[src/hdl/sbe_pkg.sv]
// Shared types, constants and the arctangent table for the signed bearing error block.
// No dependencies; every other file of the block imports or refers to this package.
`timescale 1ns / 1ps
`default_nettype none

package sbe_pkg;

	localparam int MIN_DIST_W        = 48;
	localparam int GUARD_BITS        = 8;
	localparam int MAX_STAGES        = 24;
	localparam int DEF_COORD_BITS    = 24;
	localparam int DEF_ANGLE_BITS    = 16;
	localparam int DEF_CORDIC_STAGES = 16;
	localparam int Z_W               = 32;

	// Control bits that travel with each item down the pipeline.
	typedef struct packed {
		logic valid;
		logic close;
	} sbe_ctl_t;

	// round(atan(2^-i) * 2^32 / (2*pi)), a full turn is 2^32.
	function automatic logic [Z_W-1:0] sbe_atan(input int idx);
		logic [Z_W-1:0] r;
		case (idx)
			0:       r = 32'h20000000;
			1:       r = 32'h12e4051e;
			2:       r = 32'h09fb385b;
			3:       r = 32'h051111d4;
			4:       r = 32'h028b0d43;
			5:       r = 32'h0145d7e1;
			6:       r = 32'h00a2f61e;
			7:       r = 32'h00517c55;
			8:       r = 32'h0028be53;
			9:       r = 32'h00145f2f;
			10:      r = 32'h000a2f98;
			11:      r = 32'h000517cc;
			12:      r = 32'h00028be6;
			13:      r = 32'h000145f3;
			14:      r = 32'h0000a2fa;
			15:      r = 32'h0000517d;
			16:      r = 32'h000028be;
			17:      r = 32'h0000145f;
			18:      r = 32'h00000a30;
			19:      r = 32'h00000518;
			20:      r = 32'h0000028c;
			21:      r = 32'h00000146;
			22:      r = 32'h000000a3;
			23:      r = 32'h00000051;
			default: r = '0;
		endcase
		return r;
	endfunction

endpackage

`default_nettype wire

[src/hdl/sbe_if.sv]
// Valid/ready channel interfaces for position items and turn result items.
// Depends on sbe_pkg for default widths.
`timescale 1ns / 1ps
`default_nettype none

interface sbe_pos_if #(
	parameter int COORD_BITS = sbe_pkg::DEF_COORD_BITS,
	parameter int ANGLE_BITS = sbe_pkg::DEF_ANGLE_BITS
);
	logic                         valid;
	logic                         ready;
	logic signed [COORD_BITS-1:0] own_x;
	logic signed [COORD_BITS-1:0] own_y;
	logic        [ANGLE_BITS-1:0] heading;
	logic signed [COORD_BITS-1:0] target_x;
	logic signed [COORD_BITS-1:0] target_y;

	modport source (output valid, own_x, own_y, heading, target_x, target_y, input ready);
	modport sink (input valid, own_x, own_y, heading, target_x, target_y, output ready);
endinterface


`default_nettype wire

[src/hdl/sbe_front.sv]
// Front end: difference vector, squared distance check and CORDIC pre-rotation.
// Three pipeline stages. Depends on sbe_pkg and sbe_pos_if.
`timescale 1ns / 1ps
`default_nettype none

module sbe_front #(
	parameter int COORD_BITS = sbe_pkg::DEF_COORD_BITS,
	parameter int ANGLE_BITS = sbe_pkg::DEF_ANGLE_BITS,
	parameter int XY_W       = COORD_BITS + sbe_pkg::GUARD_BITS + 3
) (
	input  wire logic                             clk,
	input  wire logic                             arst_n,
	sbe_pos_if.sink                               pos,
	input  wire logic [sbe_pkg::MIN_DIST_W-1:0]   min_dist_sq,
	output sbe_pkg::sbe_ctl_t                     ctl_o,
	output logic signed [XY_W-1:0]                x_o,
	output logic signed [XY_W-1:0]                y_o,
	output logic [sbe_pkg::Z_W-1:0]               z_o,
	output logic [ANGLE_BITS-1:0]                 hdg_o,
	input  wire logic                             rdy_i
);
	import sbe_pkg::*;

	localparam int DW    = COORD_BITS + 1;
	localparam int SQ_W  = 2 * DW;
	localparam int DSQ_W = SQ_W + 1;
	localparam int CMP_W = (DSQ_W > MIN_DIST_W) ? DSQ_W : MIN_DIST_W;

	logic                    v_s1, v_s2, v_s3;
	logic                    en_s1, en_s2, en_s3;
	logic signed [DW-1:0]    dx_d, dy_d;
	logic signed [DW-1:0]    dx_s1, dy_s1;
	logic [ANGLE_BITS-1:0]   hdg_s1, hdg_s2, hdg_s3;
	logic [DW-1:0]           ax, ay;
	logic [SQ_W-1:0]         sx_s2, sy_s2;
	logic signed [XY_W-1:0]  xg, yg;
	logic signed [XY_W-1:0]  x_s2, y_s2, x_s3, y_s3;
	logic [Z_W-1:0]          z_s2, z_s3;
	logic [DSQ_W-1:0]        dsq;
	logic                    close_s3;

	assign en_s3     = !v_s3 || rdy_i;
	assign en_s2     = !v_s2 || en_s3;
	assign en_s1     = !v_s1 || en_s2;
	assign pos.ready = en_s1;

	assign dx_d = DW'(pos.target_x) - DW'(pos.own_x);
	assign dy_d = DW'(pos.target_y) - DW'(pos.own_y);

	assign ax = dx_s1[DW-1] ? (~dx_s1 + 1'b1) : dx_s1;
	assign ay = dy_s1[DW-1] ? (~dy_s1 + 1'b1) : dy_s1;
	assign xg = XY_W'(dx_s1) <<< GUARD_BITS;
	assign yg = XY_W'(dy_s1) <<< GUARD_BITS;

	assign dsq = DSQ_W'(sx_s2) + DSQ_W'(sy_s2);

	always_ff @(posedge clk or negedge arst_n) begin
		if (!arst_n) begin
			v_s1 <= 1'b0;
			v_s2 <= 1'b0;
			v_s3 <= 1'b0;
		end else begin
			if (en_s1) v_s1 <= pos.valid;
			if (en_s2) v_s2 <= v_s1;
			if (en_s3) v_s3 <= v_s2;
		end
	end

	always_ff @(posedge clk) begin
		if (en_s1) begin
			dx_s1  <= dx_d;
			dy_s1  <= dy_d;
			hdg_s1 <= pos.heading;
		end
		if (en_s2) begin
			sx_s2  <= SQ_W'(ax) * SQ_W'(ax);
			sy_s2  <= SQ_W'(ay) * SQ_W'(ay);
			hdg_s2 <= hdg_s1;
			// A vector in the left half plane is turned by half a turn first.
			if (dx_s1[DW-1]) begin
				x_s2 <= -xg;
				y_s2 <= -yg;
				z_s2 <= {1'b1, {(Z_W-1){1'b0}}};
			end else begin
				x_s2 <= xg;
				y_s2 <= yg;
				z_s2 <= '0;
			end
		end
		if (en_s3) begin
			close_s3 <= CMP_W'(dsq) <= CMP_W'(min_dist_sq);
			x_s3     <= x_s2;
			y_s3     <= y_s2;
			z_s3     <= z_s2;
			hdg_s3   <= hdg_s2;
		end
	end

	assign ctl_o.valid = v_s3;
	assign ctl_o.close = close_s3;
	assign x_o         = x_s3;
	assign y_o         = y_s3;
	assign z_o         = z_s3;
	assign hdg_o       = hdg_s3;

endmodule

`default_nettype wire

[src/flat_wrapper.sv]
// flat-port wrapper written by rule: the top's interface ports become plain ports
module sbe_front_flat import sbe_pkg::*;
#(
	parameter int COORD_BITS = sbe_pkg::DEF_COORD_BITS,
	parameter int ANGLE_BITS = sbe_pkg::DEF_ANGLE_BITS,
	parameter int XY_W       = COORD_BITS + sbe_pkg::GUARD_BITS + 3
)
  (clk, arst_n, min_dist_sq, ctl_o, x_o, y_o, z_o, hdg_o, rdy_i, pos_valid, pos_own_x, pos_own_y, pos_heading, pos_target_x, pos_target_y, pos_ready);
  sbe_pos_if #(.COORD_BITS(COORD_BITS), .ANGLE_BITS(ANGLE_BITS)) pos_i ();
  input  wire logic clk;
  input  wire logic arst_n;
  input  wire logic [sbe_pkg::MIN_DIST_W-1:0] min_dist_sq;
  output sbe_pkg::sbe_ctl_t ctl_o;
  output logic signed [XY_W-1:0] x_o;
  output logic signed [XY_W-1:0] y_o;
  output logic [sbe_pkg::Z_W-1:0] z_o;
  output logic [ANGLE_BITS-1:0] hdg_o;
  input  wire logic rdy_i;
  input wire logic [$bits(pos_i.valid)-1:0] pos_valid;
  input wire logic [$bits(pos_i.own_x)-1:0] pos_own_x;
  input wire logic [$bits(pos_i.own_y)-1:0] pos_own_y;
  input wire logic [$bits(pos_i.heading)-1:0] pos_heading;
  input wire logic [$bits(pos_i.target_x)-1:0] pos_target_x;
  input wire logic [$bits(pos_i.target_y)-1:0] pos_target_y;
  output wire logic [$bits(pos_i.ready)-1:0] pos_ready;
  assign pos_i.valid = pos_valid;
  assign pos_i.own_x = pos_own_x;
  assign pos_i.own_y = pos_own_y;
  assign pos_i.heading = pos_heading;
  assign pos_i.target_x = pos_target_x;
  assign pos_i.target_y = pos_target_y;
  assign pos_ready = pos_i.ready;
  sbe_front #(.COORD_BITS(COORD_BITS), .ANGLE_BITS(ANGLE_BITS), .XY_W(XY_W)) u_core (.clk(clk), .arst_n(arst_n), .pos(pos_i), .min_dist_sq(min_dist_sq), .ctl_o(ctl_o), .x_o(x_o), .y_o(y_o), .z_o(z_o), .hdg_o(hdg_o), .rdy_i(rdy_i));
endmodule
[config.mk]
export PLATFORM = sky130hd
export DESIGN_NAME = sbe_front_flat
export DESIGN_NICKNAME = d
export VERILOG_FILES = /design/src/hdl/sbe_pkg.sv /design/src/hdl/sbe_if.sv /design/src/hdl/sbe_front.sv /design/src/flat_wrapper.sv
export SDC_FILE = /design/constraint.sdc
export NUM_CORES = 2
export LEC_CHECK = 0
export ABC_AREA = 1
export BUFFER_PORTS_ARGS = -buffer_cell sky130_fd_sc_hd__buf_2
export CORE_ASPECT_RATIO = 0.9
export CORE_UTILIZATION = 25
export CTS_BUF_LIST = sky130_fd_sc_hd__clkbuf_4 sky130_fd_sc_hd__clkbuf_8
export DETAILED_ROUTE_END_ITERATION = 16
export GPL_TIMING_DRIVEN = 0
export SLEW_MARGIN = 20
export SYNTH_ARGS = -nofsm -noshare
export SYNTH_HDL_FRONTEND = slang
export SYNTH_SLANG_ARGS = --single-unit
[constraint.sdc]
create_clock -name clk -period 8.1 [get_ports clk]
set_input_delay 0.405 -clock clk [delete_from_list [all_inputs] [get_ports clk]]
set_output_delay 0.405 -clock clk [all_outputs]
set_load 0.01 [all_outputs]
# Word-level counts from Yosys, hierarchy flattened
# Cells that the tools add are included.
# totals
memories,0
mem_bits_rw,0
out_inout_bits,121
latchBits,0
word_cells,42
ff_bits,406
mem_bits_ro,0
# op_classes
div,0
add_sub_neg,7
shifts,0
multipliers,2
bitwise_logic,2
reduce_logical,6
n_eq_ne,0
magnitude_cmp,1
n_mux,5
# ops
cell,n
25-bit by 25-bit multiplier with 50-bit output,2
33-bit negation with 35-bit output,2
32-bit 2-to-1 mux,2
50-bit by 50-bit adder with 51-bit output,1
51-bit by 48-bit less-or-equal comparator with 1-bit output,1
25-bit by 1-bit adder with 25-bit output (second input constant),2
25-bit 2-to-1 mux,2
25-bit inverter,2
24-bit by 24-bit subtractor with 25-bit output,2
35-bit 2-to-1 mux,1
1-bit zero test,3
1-bit logical OR,3

# Logic depth before layout (Yosys ltp)
# depth
ltp_word,4
ltp_mapped,44
depth_no_buf,42

# Worst setup path after synthesis
# OpenSTA, ideal clock, no wires.
# synth_timing
path_type,flip-flop to flip-flop
start,register u_core.dy_s1[0]
end,register u_core.sy_s2[49] (data pin)
path_slack_ps,-189
required_time_ps,7847
arrival_ps,8037
path_stages_with_launch,41
synth_period_minus_slack_ps,8289
path_buffers,3
cell_sequence,edfxtp_1 -> inv_1 -> clkbuf_1 -> ha_1 -> nand2_1 -> nor2_2 -> inv_1 -> nor2_1 -> nand2_1 -> nor2_2 -> nand4_1 -> nor4_1 -> nand4_1 -> nor2_1 -> ha_1 -> clkbuf_1 -> clkinv_1 -> clkbuf_1 -> [... 5 more ...] -> fa_1 -> fa_1 -> inv_1 -> fa_1 -> inv_1 -> ha_1 -> nand2_1 -> nor2_1 -> inv_1 -> nor2_1 -> nand3_1 -> o21ai_0 -> nand2_1 -> nand2_1 -> nand2_1 -> nand2_1 -> nand3b_1 -> nand2_1
# synth_via
elab_chain_cells,4
# synth_lines
element,line_no,text
"start, declared",sbe_front.sv:32,"logic signed [DW-1:0] dx_s1, dy_s1;"
"start signal, assigned",sbe_front.sv:72,dy_s1 <= dy_d;
25-bit inverter,sbe_front.sv:51,assign ay = dy_s1[DW-1] ? (~dy_s1 + 1'b1) : dy_s1;
25-bit by 1-bit adder with 25-bit output,sbe_front.sv:51,
25-bit 2-to-1 mux (*),sbe_front.sv:51,
25-bit by 25-bit multiplier with 50-bit output (*),sbe_front.sv:77,sy_s2 <= SQ_W'(ay) * SQ_W'(ay);
"end signal, assigned",sbe_front.sv:77,
"end, declared",sbe_front.sv:35,"logic [SQ_W-1:0] sx_s2, sy_s2;"
# Mark *: on every way between the ends. The rest lies on a longest branch, timed or not.
# A chain may end at the register's enable or synchronous reset.

# Final worst setup path
# layout_timing
start,register u_core.dy_s1[0]
end,register u_core.sy_s2[33] (data pin)
# The elaborated chain is that of the path after synthesis.

==> impl_results.md <==
- Outcome: finished, violations left
- Violated checks: negative setup slack
- Number of I/O pins: 285
- Number of H-tree levels: 2
- Yosys reg bits: 308
- Post-Syn Instances: 6,126
- DR vias: 42,800
- Cell Area, Synth: 53,700 µm²
- DRC: 0
- Worst Path Class, Setup: reg2reg
- Gpl congestion: 0.968
- DP Area: 58,700 µm²
- CP Launch Type: flip-flop
- Slew HR: 24.1%
- First-pass GRT wire length: 263,000 µm
- Clock root buffer master: clkbuf_8
- Fill count: 22,400
- CTS sink cnt: 308
- Setup-failing EPs final: 18
- DIE AREA: 217,000 µm²
- Crit share post-route: 102%
- Actual slew at the worst max-slew pin: 1.13 ns
- Worst-path fanout max: 5
- Final net count: 8,365
- FP Rows: 160
- DR pass1 iterations: 9
- Syn Area/Cell: 8.76 µm²
- Die width: 490 µm
- Worst path buffer plus inverter count: 12
- Global Route Usage Sum: 16.0%
- CTS tree: done
- Max cap viols: 0
- Most frequent cells in the layout: inv_1, fa_1, nand2_1
- Port Buf Inserts: 237
- DRT iter0 DRCs: 3,429
- Routed WL per cell: 18.3 µm
- Max clock buf depth: 3
- Maximum clock frequency: 0.121 GHz
- Largest net degree at the start of global routing: 103
- Most common cell after layout, fill and taps aside: inv_1
- EDFF count, synth: 305
- Starting utilization of the core area: 25.3%
- Area contributors post-synth: fa_1, edfxtp_1, inv_1, ha_1, nand2_1
- CTS Buf Count: 58
- Skew final: 0.0448 ns
- Core ar.: 212,000 µm²
- Antenna violations before repair: 13
- Final hold viol count: 0
- Yosys warning count: 0
- Area grow syn2layout: 22.9%
- Layout cells sized above 1: 20.2%
- Min-delay worst type: in2reg
- ANT nets after route: 0
- Yosys cell types: 55
- Register clock-pin slew on the reported worst setup and hold paths: 0.07 ns
- Design Area, Final: 66,000 µm²
- Footprint of the multi-input gates: 40,100 µm²
- Grt ovf: 0
- Routed wire length: 177,000 µm
- RSZ-0062 raised after global routing: true
- CP top delay family: adder cells
- Die Ht: 442 µm
- Largest area contributor in the netlist: fa_1
- Via/cell ratio: 4.44
- CP Data Arrival Time: 8.77 ns
- Nature of the critical path endpoint: flip-flop
- Synth async-reset ratio: 0.974%
- Vias in the first global route: 43,900
- Top FF cell, synth: edfxtp_1
- Crit-path most repeated cell: fa_1
- Final Max Tran Viols: 0
- Worst setup margin: -0.154 ns
- Dpl hpwl: 145,000 µm
- Period minus WS final: 8.25 ns
- WP data required: 8.61 ns
- Critical path's slowest cell: fa_1
- Area share of the largest cell type after synthesis: 35.0%
- Max incr delay on CP: 0.55 ns
- Clock latency on the worst-skew pair: 0.80 ns
- Register Area: 9230 µm²
- Sequential-to-total area share from yosys stat: 17.2%
-- worst register-to-register path, delay by kind of cell, from the launching register on --
kind                       cells  cell delay [ns]
DFF                            1             0.38
AOI/OAI and AO/OA              4             0.58
adders and majority gates     10             4.17
buffers and inverters         12             1.12
and+or+nand+nor               14             1.59
xor gates and xnor gates       1             0.14
-- sequential cells by signal (all words and copies together), names as in the netlist --
signal	flops
u_core.close_s3	1
u_core.dx_s1	25
u_core.dy_s1	25
u_core.hdg_o	16
u_core.hdg_s1	16
u_core.hdg_s2	16
u_core.sx_s2	48
u_core.sy_s2	48
u_core.v_s1	1
u_core.v_s2	1
u_core.v_s3	1
u_core.x_o	27
u_core.x_s2	27
u_core.y_o	27
u_core.y_s2	27
u_core.z_o	1
u_core.z_s2	1
-- path summary, 6_finish.rpt --
kind | from | to | slack, ns | cells past startpoint
worst min register to register | u_core.y_s2[19]$_DFFE_PP_ | u_core.y_o[19]$_DFFE_PP_ | 0.40 | 0
worst min-delay path | pos_target_y[23] | u_core.dy_s1[23]$_DFFE_PP_ | 0.1 | 3
max in group asynchronous | arst_n | u_core.v_s2$_DFFE_PN0P_ | 7.48 | 3
min in group asynchronous | arst_n | u_core.v_s1$_DFFE_PN0P_ | 0.48 | 3
worst max register to register | u_core.dy_s1[0]$_DFFE_PP_ | u_core.sy_s2[33]$_DFFE_PP_ | -0.15 | 41
worst max-delay path | u_core.dy_s1[0]$_DFFE_PP_ | u_core.sy_s2[33]$_DFFE_PP_ | -0.15 | 41
-- per-layer routing --
layer / up-vias / global-route usage (%) / wire length [µm]
met3: 247 / 3.15 / 14500
met1: 21300 / 21.8 / 76600
li1: 19600 / - / -
met4: 8 / 5.15 / 6850
met5: - / 0 / 58
met2: 1576 / 25.4 / 78700
-- layout make-up --
type                       instances  area share [%]
antenna                            2         0.00759
clock buffer                      66            1.30
timing repair buffer             526            5.78
multi-input combinational       4008            60.9
buffer                           147            2.06
tap                             2835            5.38
sequential                       308            14.0
inverter                        1709            9.98
clock inverter                    39           0.607
-- synth_stat cells, types with 3 or more instances --
cell / count
a211oi_1: 5
a21boi_0: 7
a21o_1: 28
a21oi_1: 254
a31oi_1: 30
and3_1: 7
buf_1: 5
buf_2: 34
buf_4: 52
buf_6: 3
clkbuf_1: 55
clkinv_1: 12
dfrtp_1: 3
edfxtp_1: 305
fa_1: 938
ha_1: 505
inv_1: 1684
inv_2: 11
nand2_1: 868
nand2_2: 12
nand3_1: 118
nand3b_1: 4
nand4_1: 27
nor2_1: 600
nor2_2: 7
nor2_4: 10
nor3_1: 37
nor3_2: 4
nor4_1: 13
o2111ai_1: 4
o211ai_1: 9
o21a_1: 14
o21ai_0: 178
o21ai_1: 9
o21ai_2: 6
o21bai_1: 25
or2_2: 15
xnor2_1: 63
xor2_1: 144
-- logic make-up after synthesis --
logic type	after synthesis	synth area share, %
buffers and inverters	1858	13.5
AO/OA/AOI/OAI	576	5.98
adder cells (fa/ha/maj)	1443	46.8
AND/OR/NAND/NOR	1732	13.2
other	1	0.00699
XOR/XNOR	208	3.41
flip-flops	308	17.2
-- stage by stage --
| step | worst slack, ns | TNS [ns] | utilization [%] | instances | hold slack (ns) |
|---|---|---|---|---|---|
| 2_1_floorplan | 0.137 | 0 | - | 6174 | 0.109 |
| 3_3_place_gp | -2.72 | -431.82 | 27.6 | 9246 | 0.201 |
| 3_5_place_dp | -2.78 | -142.37 | 27.7 | 9249 | 0.203 |
| 4_1_cts | -0.317 | -3.57 | 29.7 | 9496 | 0.00496 |
| 5_1_grt | -0.480 | -12.57 | 31.1 | 9639 | 0.0582 |
| 6_report | -0.154 | -1.28 | 31.1 | 9640 | 0.0956 |
-- what timing repair did --
| action | in CTS | in global routing |
|---|---|---|
| cloned | 0 | 1 |
| endpoints found under the setup margin | 80 | 66 |
| setup buffers | 120 | 144 |
| hold buffers | 23 | 0 |
| pin swaps | 110 | 312 |
| endpoints found under the hold margin | 23 | 0 |
| resized for setup | 510 | 542 |
Power is not shown: default switching activity piles up to over one toggle a cycle in this logic, so the estimate is an artifact.
