**src/hdl/sbe_pkg.sv**
```systemverilog
// Shared types, constants and the arctangent table for the signed bearing error block.
// No dependencies; every other file of the block imports or refers to this package.
`timescale 1ns / 1ps
`default_nettype none

package sbe_pkg;

	localparam int MIN_DIST_W        = 48;
	localparam int GUARD_BITS        = 8;
	localparam int MAX_STAGES        = 24;
	localparam int DEF_COORD_BITS    = 24;
	localparam int DEF_ANGLE_BITS    = 16;
	localparam int DEF_CORDIC_STAGES = 16;
	localparam int Z_W               = 32;

	// Control bits that travel with each item down the pipeline.
	typedef struct packed {
		logic valid;
		logic close;
	} sbe_ctl_t;

	// round(atan(2^-i) * 2^32 / (2*pi)), a full turn is 2^32.
	function automatic logic [Z_W-1:0] sbe_atan(input int idx);
		logic [Z_W-1:0] r;
		case (idx)
			0:       r = 32'h20000000;
			1:       r = 32'h12e4051e;
			2:       r = 32'h09fb385b;
			3:       r = 32'h051111d4;
			4:       r = 32'h028b0d43;
			5:       r = 32'h0145d7e1;
			6:       r = 32'h00a2f61e;
			7:       r = 32'h00517c55;
			8:       r = 32'h0028be53;
			9:       r = 32'h00145f2f;
			10:      r = 32'h000a2f98;
			11:      r = 32'h000517cc;
			12:      r = 32'h00028be6;
			13:      r = 32'h000145f3;
			14:      r = 32'h0000a2fa;
			15:      r = 32'h0000517d;
			16:      r = 32'h000028be;
			17:      r = 32'h0000145f;
			18:      r = 32'h00000a30;
			19:      r = 32'h00000518;
			20:      r = 32'h0000028c;
			21:      r = 32'h00000146;
			22:      r = 32'h000000a3;
			23:      r = 32'h00000051;
			default: r = '0;
		endcase
		return r;
	endfunction

endpackage

`default_nettype wire

```
**src/hdl/sbe_if.sv**
```systemverilog
// Valid/ready channel interfaces for position items and turn result items.
// Depends on sbe_pkg for default widths.
`timescale 1ns / 1ps
`default_nettype none


interface sbe_turn_if #(
	parameter int ANGLE_BITS = sbe_pkg::DEF_ANGLE_BITS
);
	logic                         valid;
	logic                         ready;
	logic signed [ANGLE_BITS-1:0] turn_angle;
	logic                         too_close;

	modport source (output valid, turn_angle, too_close, input ready);
	modport sink (input valid, turn_angle, too_close, output ready);
endinterface

`default_nettype wire

```
**src/hdl/sbe_back.sv**
```systemverilog
// Back end: rounds the bearing, subtracts the heading (zero angle when too close) and holds the result item.
// Depends on sbe_pkg and sbe_turn_if.
`timescale 1ns / 1ps
`default_nettype none

module sbe_back #(
	parameter int ANGLE_BITS = sbe_pkg::DEF_ANGLE_BITS
) (
	input  wire logic                      clk,
	input  wire logic                      arst_n,
	input  wire sbe_pkg::sbe_ctl_t         ctl_i,
	input  wire logic [sbe_pkg::Z_W-1:0]   z_i,
	input  wire logic [ANGLE_BITS-1:0]     hdg_i,
	output logic                           rdy_o,
	sbe_turn_if.source                     turn
);
	import sbe_pkg::*;

	localparam logic [Z_W-1:0] HALF_LSB = Z_W'(1) << (Z_W - 1 - ANGLE_BITS);

	logic                         v_q, close_q, en;
	logic [Z_W-1:0]               z_rnd;
	logic [ANGLE_BITS-1:0]        bearing;
	logic signed [ANGLE_BITS-1:0] angle_q;

	assign en      = !v_q || turn.ready;
	assign rdy_o   = en;
	assign z_rnd   = z_i + HALF_LSB;
	assign bearing = z_rnd[Z_W-1 -: ANGLE_BITS];

	always_ff @(posedge clk or negedge arst_n) begin
		if (!arst_n) begin
			v_q <= 1'b0;
		end else if (en) begin
			v_q <= ctl_i.valid;
		end
	end

	always_ff @(posedge clk) begin
		if (en) begin
			close_q <= ctl_i.close;
			angle_q <= ctl_i.close ? '0 : (bearing - hdg_i);
		end
	end

	assign turn.valid      = v_q;
	assign turn.turn_angle = angle_q;
	assign turn.too_close  = close_q;

	a_close_zero: assert property (@(posedge clk) disable iff (!arst_n)
		turn.valid && turn.too_close |-> turn.turn_angle == '0)
		else $error("too_close result carries a nonzero angle");

endmodule

`default_nettype wire
```
**src/flat_wrapper.sv**
```systemverilog
// flat-port wrapper written by rule: the top's interface ports become plain ports
module sbe_back_flat import sbe_pkg::*;
#(
	parameter int ANGLE_BITS = sbe_pkg::DEF_ANGLE_BITS
)
  (clk, arst_n, ctl_i, z_i, hdg_i, rdy_o, turn_valid, turn_turn_angle, turn_too_close, turn_ready);
  sbe_turn_if #(.ANGLE_BITS(ANGLE_BITS)) turn_i ();
  input  wire logic clk;
  input  wire logic arst_n;
  input  wire sbe_pkg::sbe_ctl_t ctl_i;
  input  wire logic [sbe_pkg::Z_W-1:0] z_i;
  input  wire logic [ANGLE_BITS-1:0] hdg_i;
  output logic rdy_o;
  output wire logic [$bits(turn_i.valid)-1:0] turn_valid;
  output wire logic [$bits(turn_i.turn_angle)-1:0] turn_turn_angle;
  output wire logic [$bits(turn_i.too_close)-1:0] turn_too_close;
  input wire logic [$bits(turn_i.ready)-1:0] turn_ready;
  assign turn_valid = turn_i.valid;
  assign turn_turn_angle = turn_i.turn_angle;
  assign turn_too_close = turn_i.too_close;
  assign turn_i.ready = turn_ready;
  sbe_back #(.ANGLE_BITS(ANGLE_BITS)) u_core (.clk(clk), .arst_n(arst_n), .ctl_i(ctl_i), .z_i(z_i), .hdg_i(hdg_i), .rdy_o(rdy_o), .turn(turn_i));
endmodule
```
**config.mk**
```make
export PLATFORM = sky130hd
export DESIGN_NAME = sbe_back_flat
export DESIGN_NICKNAME = d
export VERILOG_FILES = /design/src/hdl/sbe_pkg.sv /design/src/hdl/sbe_if.sv /design/src/hdl/sbe_back.sv /design/src/flat_wrapper.sv
export SDC_FILE = /design/constraint.sdc
export NUM_CORES = 1
export LEC_CHECK = 0
export CAP_MARGIN = 20
export CORE_MARGIN = 3
export CORE_UTILIZATION = 40
export CTS_CLUSTER_SIZE = 12
export DETAILED_ROUTE_END_ITERATION = 6
export DONT_BUFFER_PORTS = 1
export GPL_TIMING_DRIVEN = 0
export HOLD_SLACK_MARGIN = 0.12
export SYNTH_ARGS = -nofsm -noshare
export SYNTH_HDL_FRONTEND = slang
export SYNTH_SLANG_ARGS = --single-unit
```
**constraint.sdc**
```tcl
create_clock -name clk -period 1.95 [get_ports clk]
set_input_delay 0.2925 -clock clk [delete_from_list [all_inputs] [get_ports clk]]
set_output_delay 0.2925 -clock clk [all_outputs]
set_load 0.01 [all_outputs]
```
* Word level (Yosys, flattened, before mapping)
Index checks and enable logic that the tools add are counted.
** Word-level totals
- Memories :: 0
- Bits in registers :: 18
- RAM bits :: 0
- Bits in latches :: 0
- Memory bits (read-only) :: 0
- Input port bits :: 53
- Word-level logic and storage cells :: 7
** Cells by class
- Multiply operators :: 0
- Div/mod/pow operators :: 0
- Muxes and demuxes :: 0
- Shift operators :: 0
- Equal/unequal tests :: 0
- Add/sub/neg operators :: 2
- Bitwise gates (word level) :: 0
- $lt $le $gt $ge :: 0
- Reductions and logical operators :: 2
** Operators with widths (number)
- 32-bit by 16-bit adder with 32-bit output (second input constant) :: 1
- 16-bit subtractor :: 1
- 1-bit logical NOT :: 1
- 1-bit logical OR :: 1

* Depth between registers and ports, before layout
Gate-level depths: netlist of run 1.
- Word-level depth :: 2
- Mapped depth :: 13
- Depth with buffers taken out :: 12

* Least setup slack after synthesis of run 1
OpenSTA, ideal clock, no wires.
- Kind :: input to register
- From :: input port z_i[18] (netlist name)
- To :: register u_core.angle_q[15] (netlist: u_core.turn.turn_angle[15]), data pin
- Path buffers :: 1
- Slack :: -0.714 ns
- Data arrival time :: 2.518 ns
- Required time :: 1.803 ns
- Library setup time :: 0.147 ns
- Stages :: 13
- Cell sequence :: and4_1 -> and2_1 -> nand4_1 -> nor2_1 -> xor2_1 -> ha_1 -> buf_6 -> a21o_1 -> a21oi_1 -> nand3_1 -> o21a_1 -> or3_1 -> a21oi_1
** On the way
- Cells in the longest elaborated chain, start to end :: 2
** Ends and longest elaborated chain
- start, declared :: RTL line flat_wrapper.sv:11 : input wire logic [sbe_pkg::Z_W-1:0] z_i;
- 32-bit by 16-bit adder with 32-bit output :: RTL line sbe_back.sv:28 : assign z_rnd = z_i + HALF_LSB;
- 16-bit subtractor :: RTL line sbe_back.sv:42 : angle_q <= ctl_i.close ? '0 : (bearing - hdg_i);
- end signal, assigned :: RTL line sbe_back.sv:42
- end, declared :: RTL line sbe_back.sv:24 : logic signed [ANGLE_BITS-1:0] angle_q;
Every way passes these cells.
A chain may end at the register's enable or synchronous reset.

* Worst setup path after layout of run 1
Same ends and word-level chain as after synthesis.

==> results of run 1 <==
## power breakdown
part | switching (mW) | leakage (nW) | internal [mW]
combinational | 0.272 | 0.690 | 0.248
sequential | 0.0454 | 0.190 | 0.493
clock | 0.111 | 0.0288 | 0.179
total | 0.429 | 0.909 | 0.919
## final timing paths
path | slack (ns) | startpoint | end
max in group asynchronous | 1.60 | arst_n | u_core.turn.valid
worst min register to register | 1.15 | u_core.turn.valid | u_core.turn.valid
worst max register to register | 0.50 | u_core.turn.valid | u_core.turn.turn_angle[5]
worst max-delay path | -0.47 | z_i[18] | u_core.turn.turn_angle[15]
min in group asynchronous | 0.25 | arst_n | u_core.turn.valid
worst min-delay path | 0.14 | ctl_i[0] | u_core.turn.too_close
## stage by stage
step           setup TNS (ns)  instance area (sq um)
2_1_floorplan           -2.94                   1750
3_3_place_gp            -4.64                   1820
3_5_place_dp            -4.99                   1820
4_1_cts                 -1.97                   1970
5_1_grt                 -3.05                   2270
6_report                -2.13                   2270
## state kept, by name (all words and copies together) (netlist names)
register                cells
u_core.turn.turn_angle     16
u_core.turn.too_close       1
u_core.turn.valid           1
## placed cells by master, fill, tap and decap left out, types with 3 or more instances in the layout
cell type	Yosys	routed
nor2b_1	4	4
clkbuf_8	0	4
ha_4	0	4
ha_1	16	8
nand4_1	6	6
a21oi_4	1	4
nand2_1	16	13
a21o_1	3	3
ha_2	0	4
nor2_1	20	18
edfxtp_1	17	17
o21ai_0	6	3
xnor2_2	0	3
xnor2_1	17	13
o21ai_1	3	3
nand3_1	5	3
buf_4	0	16
inv_1	19	16
nand2b_1	3	3
xor2_1	9	7
a21oi_2	1	8
o21ai_2	0	3
and3_4	0	3
a211oi_1	3	3
buf_6	1	3
## logic make-up after synthesis
group | Yosys count
flops | 18
buf+inv | 23
xor+xnor | 26
compound gates | 41
simple gates | 68
fa+ha+maj | 17
## final cells by class
type                       count  area (sq um)  area share
buffer                         2          7.51     0.00331
multi-input combinational    152          1370       0.604
timing repair buffer          20           164      0.0723
inverter                      19          73.8      0.0326
sequential                    18           536       0.236
tap                           50          62.6      0.0276
clock buffer                   4          55.1      0.0243
## per-layer routing
metal	GRT usage	wire length, microns	up-vias
met1	0.185	1710	630
met3	0.0327	288	6
met4	0.0543	67	0
met5	0	0	-
li1	-	-	725
met2	0.253	1970	61
## what timing repair did
item / CTS / global route
endpoints found under the setup margin: 8 / 10
endpoints found under the hold margin: 1 / 0
pin swaps: 20 / 36
hold buffers: 1 / 0
gates resized for setup: 8 / 44
setup buffers: 10 / 9
==> summary.md, run 1 <==
| Metric | Value |
|---|---|
| Tmin final | `2.42 ns` |
| Core region area | `4030 sq um` |
| Post-placement setup slack | `-0.860 ns` |
| Number of synthesis warnings | `0` |
| Tcrit/Tclk final | `1.24` |
| Skew-Pair Late Insertion Delay | `0.24 ns` |
| Clock skew | `0.000516 ns` |
| First-pass GRT wire length | `6.12 mm` |
| Worst reg2reg path depth | `1` |
| Cell type with the highest aggregate area in the netlist | `edfxtp_1` |
| Final net count | `286` |
| Hpwl dp | `2.92 mm` |
| Worst VDD drop | `0.000194 V` |
| Share of cells above drive strength 1 | `0.349` |
| Crit path kind | `primary input to flop` |
| Ys async rst share | `0.0556` |
| Top post-synthesis cells by count | `nor2_1 (20), inv_1 (19), edfxtp_1 (17), xnor2_1 (17)` |
| Required @ worst endpoint | `2.05 ns` |
| Outcome | `finished with violations` |
| RSZ-0062 raised after global routing | `yes` |
| Mapped Nets | `263` |
| Post-Syn Instances | `193` |
| Grt ovf | `0` |
| CTS Buf Count | `3` |
| Lkg Pwr | `0.909 nW` |
| Detailed Route Iter0 Violations | `51` |
| Final count of hold timing violations | `0` |
| Vias per inst | `5.37` |
| Routed Wire Length | `4.04 mm` |
| Worst Setup End Kind | `flop` |
| First-pass detailed-route iteration total | `4` |
| Top-count cell post-synth | `nor2_1` |
| Area Growth Syn to Fin | `34.0%` |
| Antenna violations before repair | `0` |
| Max Fclk | `413 MHz` |
| H-tree levels | `1` |
| CTS tree | `done` |
| Setup violators final | `8` |
| Gr usage total | `0.149` |
| Largest family of logic cells by synthesized area | `simple AND/OR/NAND/NOR gates` |
| Max transition margin | `0.397` |
| Vias | `1422` |
| Gpl congestion | `0.765` |
| Fillers | `374` |
| Buffers plus inverters on the worst setup path | `2` |
| Post-synth EDFFs | `17` |
| Pwr Total | `1.35 mW` |
| Slew @ Worst Pin | `0.904 ns` |
| DRC | `0` |
| Worst setup margin | `-0.474 ns` |
| Post-Layout Cell Count | `265` |
| Initial Util | `0.420` |
| Post-route ant nets | `0` |
| Die area | `5040 sq um` |
| Worst Path Max Fanout | `4` |
| Die Span X | `71.0 microns` |
| Slowest cell on crit path | `or3_1` |
| Cell area power density | `595 nW/um^2` |
| Pins Over Slew Limit | `0` |
| Critical Path AT | `2.53 ns` |
| Area share of the largest cell type after synthesis | `0.302` |
| CP Launch Type | `primary input` |
| Failing checks | `negative setup slack` |
| Vias in the first global route | `1429` |
| Area share of fa/ha/maj cells after synthesis | `0.130` |
| Top_reg_cell synth | `edfxtp_1` |
| Synth Area in XOR/XNOR | `0.135` |
| Largest net degree at the start of global routing | `20` |
| Max Buffers Root-to-Sink | `2` |
| Mux share of post-synthesis cell area | `0` |
| Worst path max stage delay | `0.38 ns` |
| IO Port Bufs | `0` |
| Family with the most delay on the worst path | `simple AND/OR/NAND/NOR gates` |
| Sequential area share after synthesis | `0.317` |
| Max Cap Violations | `0` |
| Clk slew on worst S/H paths | `0.06 ns` |
| Worst path depth | `13` |
| Simple-gate share of the synthesized area | `0.195` |
| Dpl cells | `243` |
| I/O pin count | `72` |
| Synthesized area | `1690 sq um` |
| Clock root buffer | `clkbuf_8` |
| Top post-synthesis cells by area | `edfxtp_1 (30%), ha_1 (12%), xnor2_1 (8.8%)` |
| Yosys reg bits | `18` |
| Clock Sinks | `18` |
| Final core occ | `0.562` |
| Synth cell types | `41` |
| WHS | `0.140 ns` |
| Worst min path class | `primary input to flop` |
| Antenna fix cells | `0` |
| Die H | `71.0 microns` |
| Syn avg cell area | `8.76 sq um` |
| Crit-path cells | `and4_4 > and2_4 > nand4_1 > buf_4 > buf_6 > xnor2_4 > ha_4 > nand2_2 > o32a_1 > nand3_1 > o21a_1 > or3_1 > a21oi_2` |
| Compound-Gate Fraction of Synth Area | `0.167` |
| Hold path depth | `0` |
| Wirelength per Cell | `15.2 microns` |
| # rows | `23` |
Power figures use the tool's default switching activity.
==> run 2: changes to the inputs <==
--- a/config.mk
+++ b/config.mk
@@ -5,6 +5,7 @@
 export SDC_FILE = /design/constraint.sdc
 export NUM_CORES = 1
 export LEC_CHECK = 0
+export ABC_CLOCK_PERIOD_IN_PS = 1950
 export CAP_MARGIN = 20
 export CORE_MARGIN = 3
 export CORE_UTILIZATION = 40
@@ -13,6 +14,7 @@
 export DONT_BUFFER_PORTS = 1
 export GPL_TIMING_DRIVEN = 0
 export HOLD_SLACK_MARGIN = 0.12
+export SETUP_SLACK_MARGIN = 0.15
 export SYNTH_ARGS = -nofsm -noshare
 export SYNTH_HDL_FRONTEND = slang
 export SYNTH_SLANG_ARGS = --single-unit
==> summary.md, run 2 (synthesis gave the netlist of run 1 again) <==
| Metric | Value |
|---|---|
| Lkg Pwr | `0.954 nW (+5.0%)` |
| CP Launch Type | `primary input` |
| Logic gate share of total power | `0.401 (+0.016)` |
| Worst VDD drop | `0.000194 V (about the same)` |
| Hold path start | `ctl_i[0]` |
| First-pass GRT wire length | `6.24 mm (+1.9%)` |
| Placed cell areas | `1820 sq um (unchanged)` |
| Psw | `436 uW (+1.7%)` |
| Share of cells above drive strength 1 | `0.360 (+0.0112)` |
| Reg power frac | `0.390 (-0.009)` |
| Worst Path Max Fanout | `4 (unchanged)` |
| Crit path kind | `primary input to flop` |
| Pins Over Slew Limit | `0 (unchanged)` |
| I/O pin count | `72 (unchanged)` |
| Sw Share | `0.316 (-0.00250)` |
| Initial Util | `0.420 (unchanged)` |
| Fillers | `365 (-2.4%)` |
| Vias in the first global route | `1452 (+1.6%)` |
| Gr usage total | `0.150 (+0.00131)` |
| Max Cap Violations | `0 (unchanged)` |
| Multi-input combinational cell area | `1350 sq um (-1.6%)` |
| Die Span X | `71.0 microns (unchanged)` |
| # rows | `23 (unchanged)` |
| Largest net degree at the start of global routing | `20 (unchanged)` |
| Clk network pwr share | `0.210 (-0.005)` |
| Clock skew | `0.00108 ns (+0.000564 ns)` |
| Tcrit/Tclk final | `1.23 (-0.0142)` |
| Routed Wire Length | `4.11 mm (+1.8%)` |
| H-tree levels | `1 (unchanged)` |
| Clk slew on worst S/H paths | `0.06 ns (about the same)` |
| Slew @ Worst Pin | `0.907 ns (+0.00343 ns)` |
| Required @ worst endpoint | `2.05 ns (about the same)` |
| Die H | `71.0 microns (unchanged)` |
| First-pass detailed-route iteration total | `4 (unchanged)` |
| Clock Sinks | `18 (unchanged)` |
| CTS tree | `done` |
| Vias | `1457 (+2.5%)` |
| Area Growth Syn to Fin | `37.5%` |
| Commonest non-fill, non-tap cell in the layout | `buf_4` |
| Post-placement setup slack | `-0.860 ns (unchanged)` |
| Tmin final | `2.40 ns (-0.0276 ns)` |
| Internal | `946 uW (+2.9%)` |
| Worst Setup End Kind | `flop` |
| Gpl congestion | `0.765 (unchanged)` |
| Max Fclk | `417 MHz (+1.2%)` |
| Setup violators final | `9 (+1)` |
| Critical Path AT | `2.50 ns (-0.03 ns)` |
| FF-to-FF Start | `u_core.turn.valid` |
| Antenna fix cells | `0 (unchanged)` |
| Final count of hold timing violations | `0 (unchanged)` |
| CTS Buf Count | `3 (unchanged)` |
| Number of flip-flops in the largest register | `16 (unchanged)` |
| Final net count | `296 (+3.5%)` |
| Max transition margin | `0.395 (-0.00229)` |
| Clock root buffer | `clkbuf_8` |
| RSZ-0062 raised after global routing | `yes` |
| Skew-Pair Late Insertion Delay | `0.24 ns (about the same)` |
| Design Area, Final | `2320 sq um (+2.6%)` |
| Register Area | `536 sq um (unchanged)` |
| DRC | `0 (unchanged)` |
| Critical Path Source | `z_i[18]` |
| Wirelength per Cell | `14.9 microns (-1.9%)` |
| Vias per inst | `5.30 (-1.3%)` |
| WHS | `0.141 ns (+0.000289 ns)` |
| Max Buffers Root-to-Sink | `2 (unchanged)` |
| Detailed Route Iter0 Violations | `80 (+57%)` |
| Cell area power density | `594 nW/um^2 (-0.11%)` |
| Worst setup margin | `-0.446 ns (+0.0276 ns)` |
| Core region area | `4030 sq um (unchanged)` |
| Most frequent cells in the layout | `buf_4 (22), nor2_1 (20), edfxtp_1 (17)` |
| Die area | `5040 sq um (unchanged)` |
| Grt ovf | `0 (unchanged)` |
| Post-route ant nets | `0 (unchanged)` |
| Antenna violations before repair | `0 (unchanged)` |
| IO Port Bufs | `0 (unchanged)` |
| Outcome | `finished with violations` |
| Failing checks | `negative setup slack` |
| Worst min path class | `primary input to flop` |
| Hpwl dp | `2.92 mm (unchanged)` |
[run 2: changes by cell type in the layout (fill, tap and decap cells not counted), sizes merged]
| cell | delta |
|---|---|
| buf | +10 |
[run 2: stage by stage]
stage               TNS [ns]  utilization  power, mW  instances
detailed placement     -4.99        0.451      0.931        243
global route           -3.76        0.577       1.47        275
finish                 -2.85        0.577       1.38        275
CTS                    -2.33        0.516       1.29        265
floorplan              -2.94            -      0.856        193
global placement       -4.64        0.451      0.919        243
[run 2: area by class of cell]
| class | instances | share of cell area |
|---|---|---|
| multi-input cells | 152 | 0.579 |
| flip-flops and latches | 18 | 0.230 |
| repair buffers | 28 | 0.0996 |
| inverters | 19 | 0.0307 |
| well taps | 50 | 0.0269 |
| clock buffers | 4 | 0.0237 |
| plain buffers | 4 | 0.0102 |
[run 2: worst max-delay path, cell delays in order]
cell	delay, ns
and4_4	0.21
and2_4	0.14
nand4_1	0.11
nor2_1	0.16
xor2_1	0.18
ha_1	0.26
buf_6	0.12
a21o_1	0.16
a21oi_2	0.13
nand3_1	0.09
o21a_1	0.18
or3_1	0.35
a21oi_2	0.12
[run 2: power by group through the flow]
stage | Sequential, mW | Clock, mW | Combinational (mW)
floorplan | 0.539 | 0 | 0.316
detailed placement | 0.549 | 0 | 0.382
global route | 0.544 | 0.315 | 0.610
finish | 0.538 | 0.290 | 0.554
global placement | 0.547 | 0 | 0.372
CTS | 0.541 | 0.297 | 0.453
[run 2: timing repair]
item,in CTS,in global routing
setup endpoints to repair,10,12
endpoints found under the hold margin,1,0
hold buffers,1,0
resized for setup,17,31
pin swaps,33,32
buffers inserted,17,10
[run 2: final timing paths]
| path | to | slack [ns] | cells after the start |
|---|---|---|---|
| max in group asynchronous | u_core.turn.valid | 1.60 | 1 |
| min in group asynchronous | u_core.turn.valid | 0.25 | 1 |
| worst min-delay path | u_core.turn.too_close | 0.14 | 0 |
| worst max register to register | u_core.turn.turn_angle[3] | 0.50 | 1 |
| worst min register to register | u_core.turn.valid | 1.16 | 2 |
| worst max-delay path | u_core.turn.turn_angle[15] | -0.45 | 13 |
[run 2: per-layer routing]
metal	up-vias	part of all wire	GRT usage
li1	741	-	-
met1	650	0.45	0.192
met2	60	0.47	0.253
met3	6	0.070	0.0313
met4	0	0.016	0.0480
met5	-	0	0
==> run 3: changes to the inputs <==
--- a/config.mk
+++ b/config.mk
@@ -8,12 +8,14 @@
 export ABC_CLOCK_PERIOD_IN_PS = 1950
 export CAP_MARGIN = 20
 export CORE_MARGIN = 3
-export CORE_UTILIZATION = 40
+export CORE_UTILIZATION = 60
+export CTS_CLUSTER_DIAMETER = 60
 export CTS_CLUSTER_SIZE = 12
 export DETAILED_ROUTE_END_ITERATION = 6
 export DONT_BUFFER_PORTS = 1
 export GPL_TIMING_DRIVEN = 0
 export HOLD_SLACK_MARGIN = 0.12
+export PLACE_DENSITY = 0.76
 export SETUP_SLACK_MARGIN = 0.15
 export SYNTH_ARGS = -nofsm -noshare
 export SYNTH_HDL_FRONTEND = slang
==> summary.md, run 3 (synthesis gave the netlist of run 1 again) <==
| Metric | Value |
|---|---|
| Largest net degree at the start of global routing | `20 (unchanged)` |
| RSZ-0062 raised after global routing | `yes` |
| Grt ovf | `0 (unchanged)` |
| Required @ worst endpoint | `2.10 ns (+0.05 ns)` |
| Setup violators final | `10 (+1)` |
| Clock skew | `0.00164 ns (+0.000556 ns)` |
| Die H | `59.1 microns (-17%)` |
| Multi-input combinational cell area | `1290 sq um (-4.1%)` |
| Worst VDD drop | `0.000546 V (+180%)` |
| Worst setup margin | `-0.580 ns (-0.134 ns)` |
| CTS tree | `done` |
| Most frequent cells in the layout | `nor2_1 (17), buf_4 (17), edfxtp_1 (17)` |
| Number of flip-flops in the largest register | `16 (unchanged)` |
| I/O pin count | `72 (unchanged)` |
| Detailed Route Iter0 Violations | `176 (+120%)` |
| WHS | `0.196 ns (+0.0557 ns)` |
| IO Port Bufs | `0 (unchanged)` |
| Final count of hold timing violations | `0 (unchanged)` |
| Fillers | `112 (-69%)` |
| Gpl congestion | `0.778 (+1.7%)` |
| Max Buffers Root-to-Sink | `2 (unchanged)` |
| First-pass GRT wire length | `6.89 mm (+10%)` |
| Routed Wire Length | `5.42 mm (+32%)` |
| Wirelength per Cell | `21.8 microns (+46%)` |
| CTS Buf Count | `3 (unchanged)` |
| DRC | `2 (+2)` |
| H-tree levels | `1 (unchanged)` |
| Vias in the first global route | `1571 (+8.2%)` |
| Failing checks | `design-rule violations, negative setup slack` |
| Skew-Pair Late Insertion Delay | `0.29 ns (+0.05 ns)` |
| Pins Over Slew Limit | `0 (unchanged)` |
| Worst Path Max Fanout | `3 (-1)` |
| Crit path kind | `primary input to flop` |
| Antenna violations before repair | `0 (unchanged)` |
| Vias | `1753 (+20%)` |
| Die Span X | `59.1 microns (-17%)` |
| Lkg Pwr | `0.909 nW (-4.8%)` |
| Antenna fix cells | `0 (unchanged)` |
| Hpwl dp | `2.79 mm (-4.6%)` |
| Die area | `3490 sq um (-31%)` |
| Cell area power density | `606 nW/um^2 (+2.0%)` |
| First-pass detailed-route iteration total | `7 (+3)` |
| Critical Path AT | `2.68 ns (+0.18 ns)` |
| Clk slew on worst S/H paths | `0.10 ns (+0.04 ns)` |
| Max Cap Violations | `0 (unchanged)` |
| Max transition margin | `0.386 (-0.00938)` |
| Post-route ant nets | `0 (unchanged)` |
| Worst min path class | `primary input to async pin` |
| Tmin final | `2.53 ns (+0.134 ns)` |
| Slew @ Worst Pin | `0.921 ns (+0.0141 ns)` |
| Final net count | `290 (-2.0%)` |
| Tcrit/Tclk final | `1.30 (+0.0688)` |
| Core region area | `2570 sq um (-36%)` |
| Outcome | `finished with violations` |
| Register Area | `536 sq um (unchanged)` |
| Share of cells above drive strength 1 | `0.333 (-0.0267)` |
| Initial Util | `0.658 (+0.239)` |
| Max Fclk | `395 MHz (-5.3%)` |
| Vias per inst | `7.04 (+33%)` |
| Slowest cell on crit path | `or3_1` |
| CP Launch Type | `primary input` |
| Crit-path cells | `and4_4 > and2_4 > nand4_1 > nor2_1 > xor2_1 > ha_1 > buf_6 > a21o_1 > a21oi_2 > nand3_1 > o21a_1 > or3_1 > a21oi_2` |
| Clock root buffer | `clkbuf_4` |
| Pwr Total | `1.32 mW (-4.1%)` |
| Most used cell along the critical path | `a21oi_2` |
| Worst path max stage delay | `0.36 ns (about the same)` |
| Worst Setup End Kind | `flop` |
| # rows | `18 (-22%)` |
| Gr usage total | `0.255 (+0.105)` |
| Area Growth Syn to Fin | `29.2%` |
| Clock Sinks | `18 (unchanged)` |
## run 3: changes by cell type in the layout (fill, tap and decap cells not counted), sizes merged
cell and delta:
dlygate4sd3 +2, buf -8
## run 3: worst paths after layout
kind                            slack, ns  depth (start not counted)                          to               from
worst min register to register       1.18                          2           u_core.turn.valid  u_core.turn.valid
max in group asynchronous            1.65                          1           u_core.turn.valid             arst_n
worst max-delay path                -0.58                         13  u_core.turn.turn_angle[15]            z_i[19]
worst min-delay path                 0.20                          1           u_core.turn.valid             arst_n
min in group clk                     0.31                          2   u_core.turn.turn_angle[0]           hdg_i[0]
worst max register to register       0.48                          1   u_core.turn.turn_angle[0]  u_core.turn.valid
## run 3: where the power goes
| group | internal (mW) | switching, mW | total, mW | leakage [nW] |
|---|---|---|---|---|
| Sequential | 0.492 | 0.0452 | 0.537 | 0.190 |
| Clock | 0.114 | 0.109 | 0.223 | 0.0210 |
| Combinational | 0.250 | 0.314 | 0.564 | 0.698 |
## run 3: stage by stage
step / area (sq um) / instances / setup WS [ns] / TNS (ns) / util
3_3_place_gp: 1790 / 223 / -0.786 / -4.40 / 0.698
3_5_place_dp: 1790 / 223 / -0.833 / -4.95 / 0.698
2_1_floorplan: 1750 / 193 / -0.618 / -2.94 / -
4_1_cts: 2020 / 242 / -0.429 / -1.48 / 0.788
5_1_grt: 2180 / 249 / -0.677 / -4.17 / 0.851
6_report: 2180 / 249 / -0.580 / -3.49 / 0.851
## run 3: layout make-up
| cell class | count | share of cell area |
|---|---|---|
| multi-input combinational | 152 | 0.590 |
| buffer | 4 | 0.0120 |
| tap | 30 | 0.0172 |
| sequential | 18 | 0.245 |
| timing repair buffer | 22 | 0.0859 |
| clock buffer | 4 | 0.0166 |
| inverter | 19 | 0.0326 |
## run 3: per-layer routing
metal  global-route usage  wire, microns
met1                0.323           1880
met2                0.435           2560
met3               0.0436            638
met4               0.0939            342
met5                    0              0
## run 3: worst max-delay path, delay by kind of cell
family | cells | cell delay, ns
simple gates | 6 | 1.09
compound gates | 4 | 0.70
fa+ha+maj | 1 | 0.27
xor+xnor | 1 | 0.20
buf+inv | 1 | 0.12
## run 3: timing repair
| item | CTS | global route |
|---|---|---|
| pin swaps | 27 | 21 |
| setup endpoints to repair | 10 | 11 |
| endpoints found under the hold margin | 3 | 0 |
| hold buffers | 3 | 0 |
| gates resized for setup | 19 | 25 |
| setup buffers | 12 | 7 |
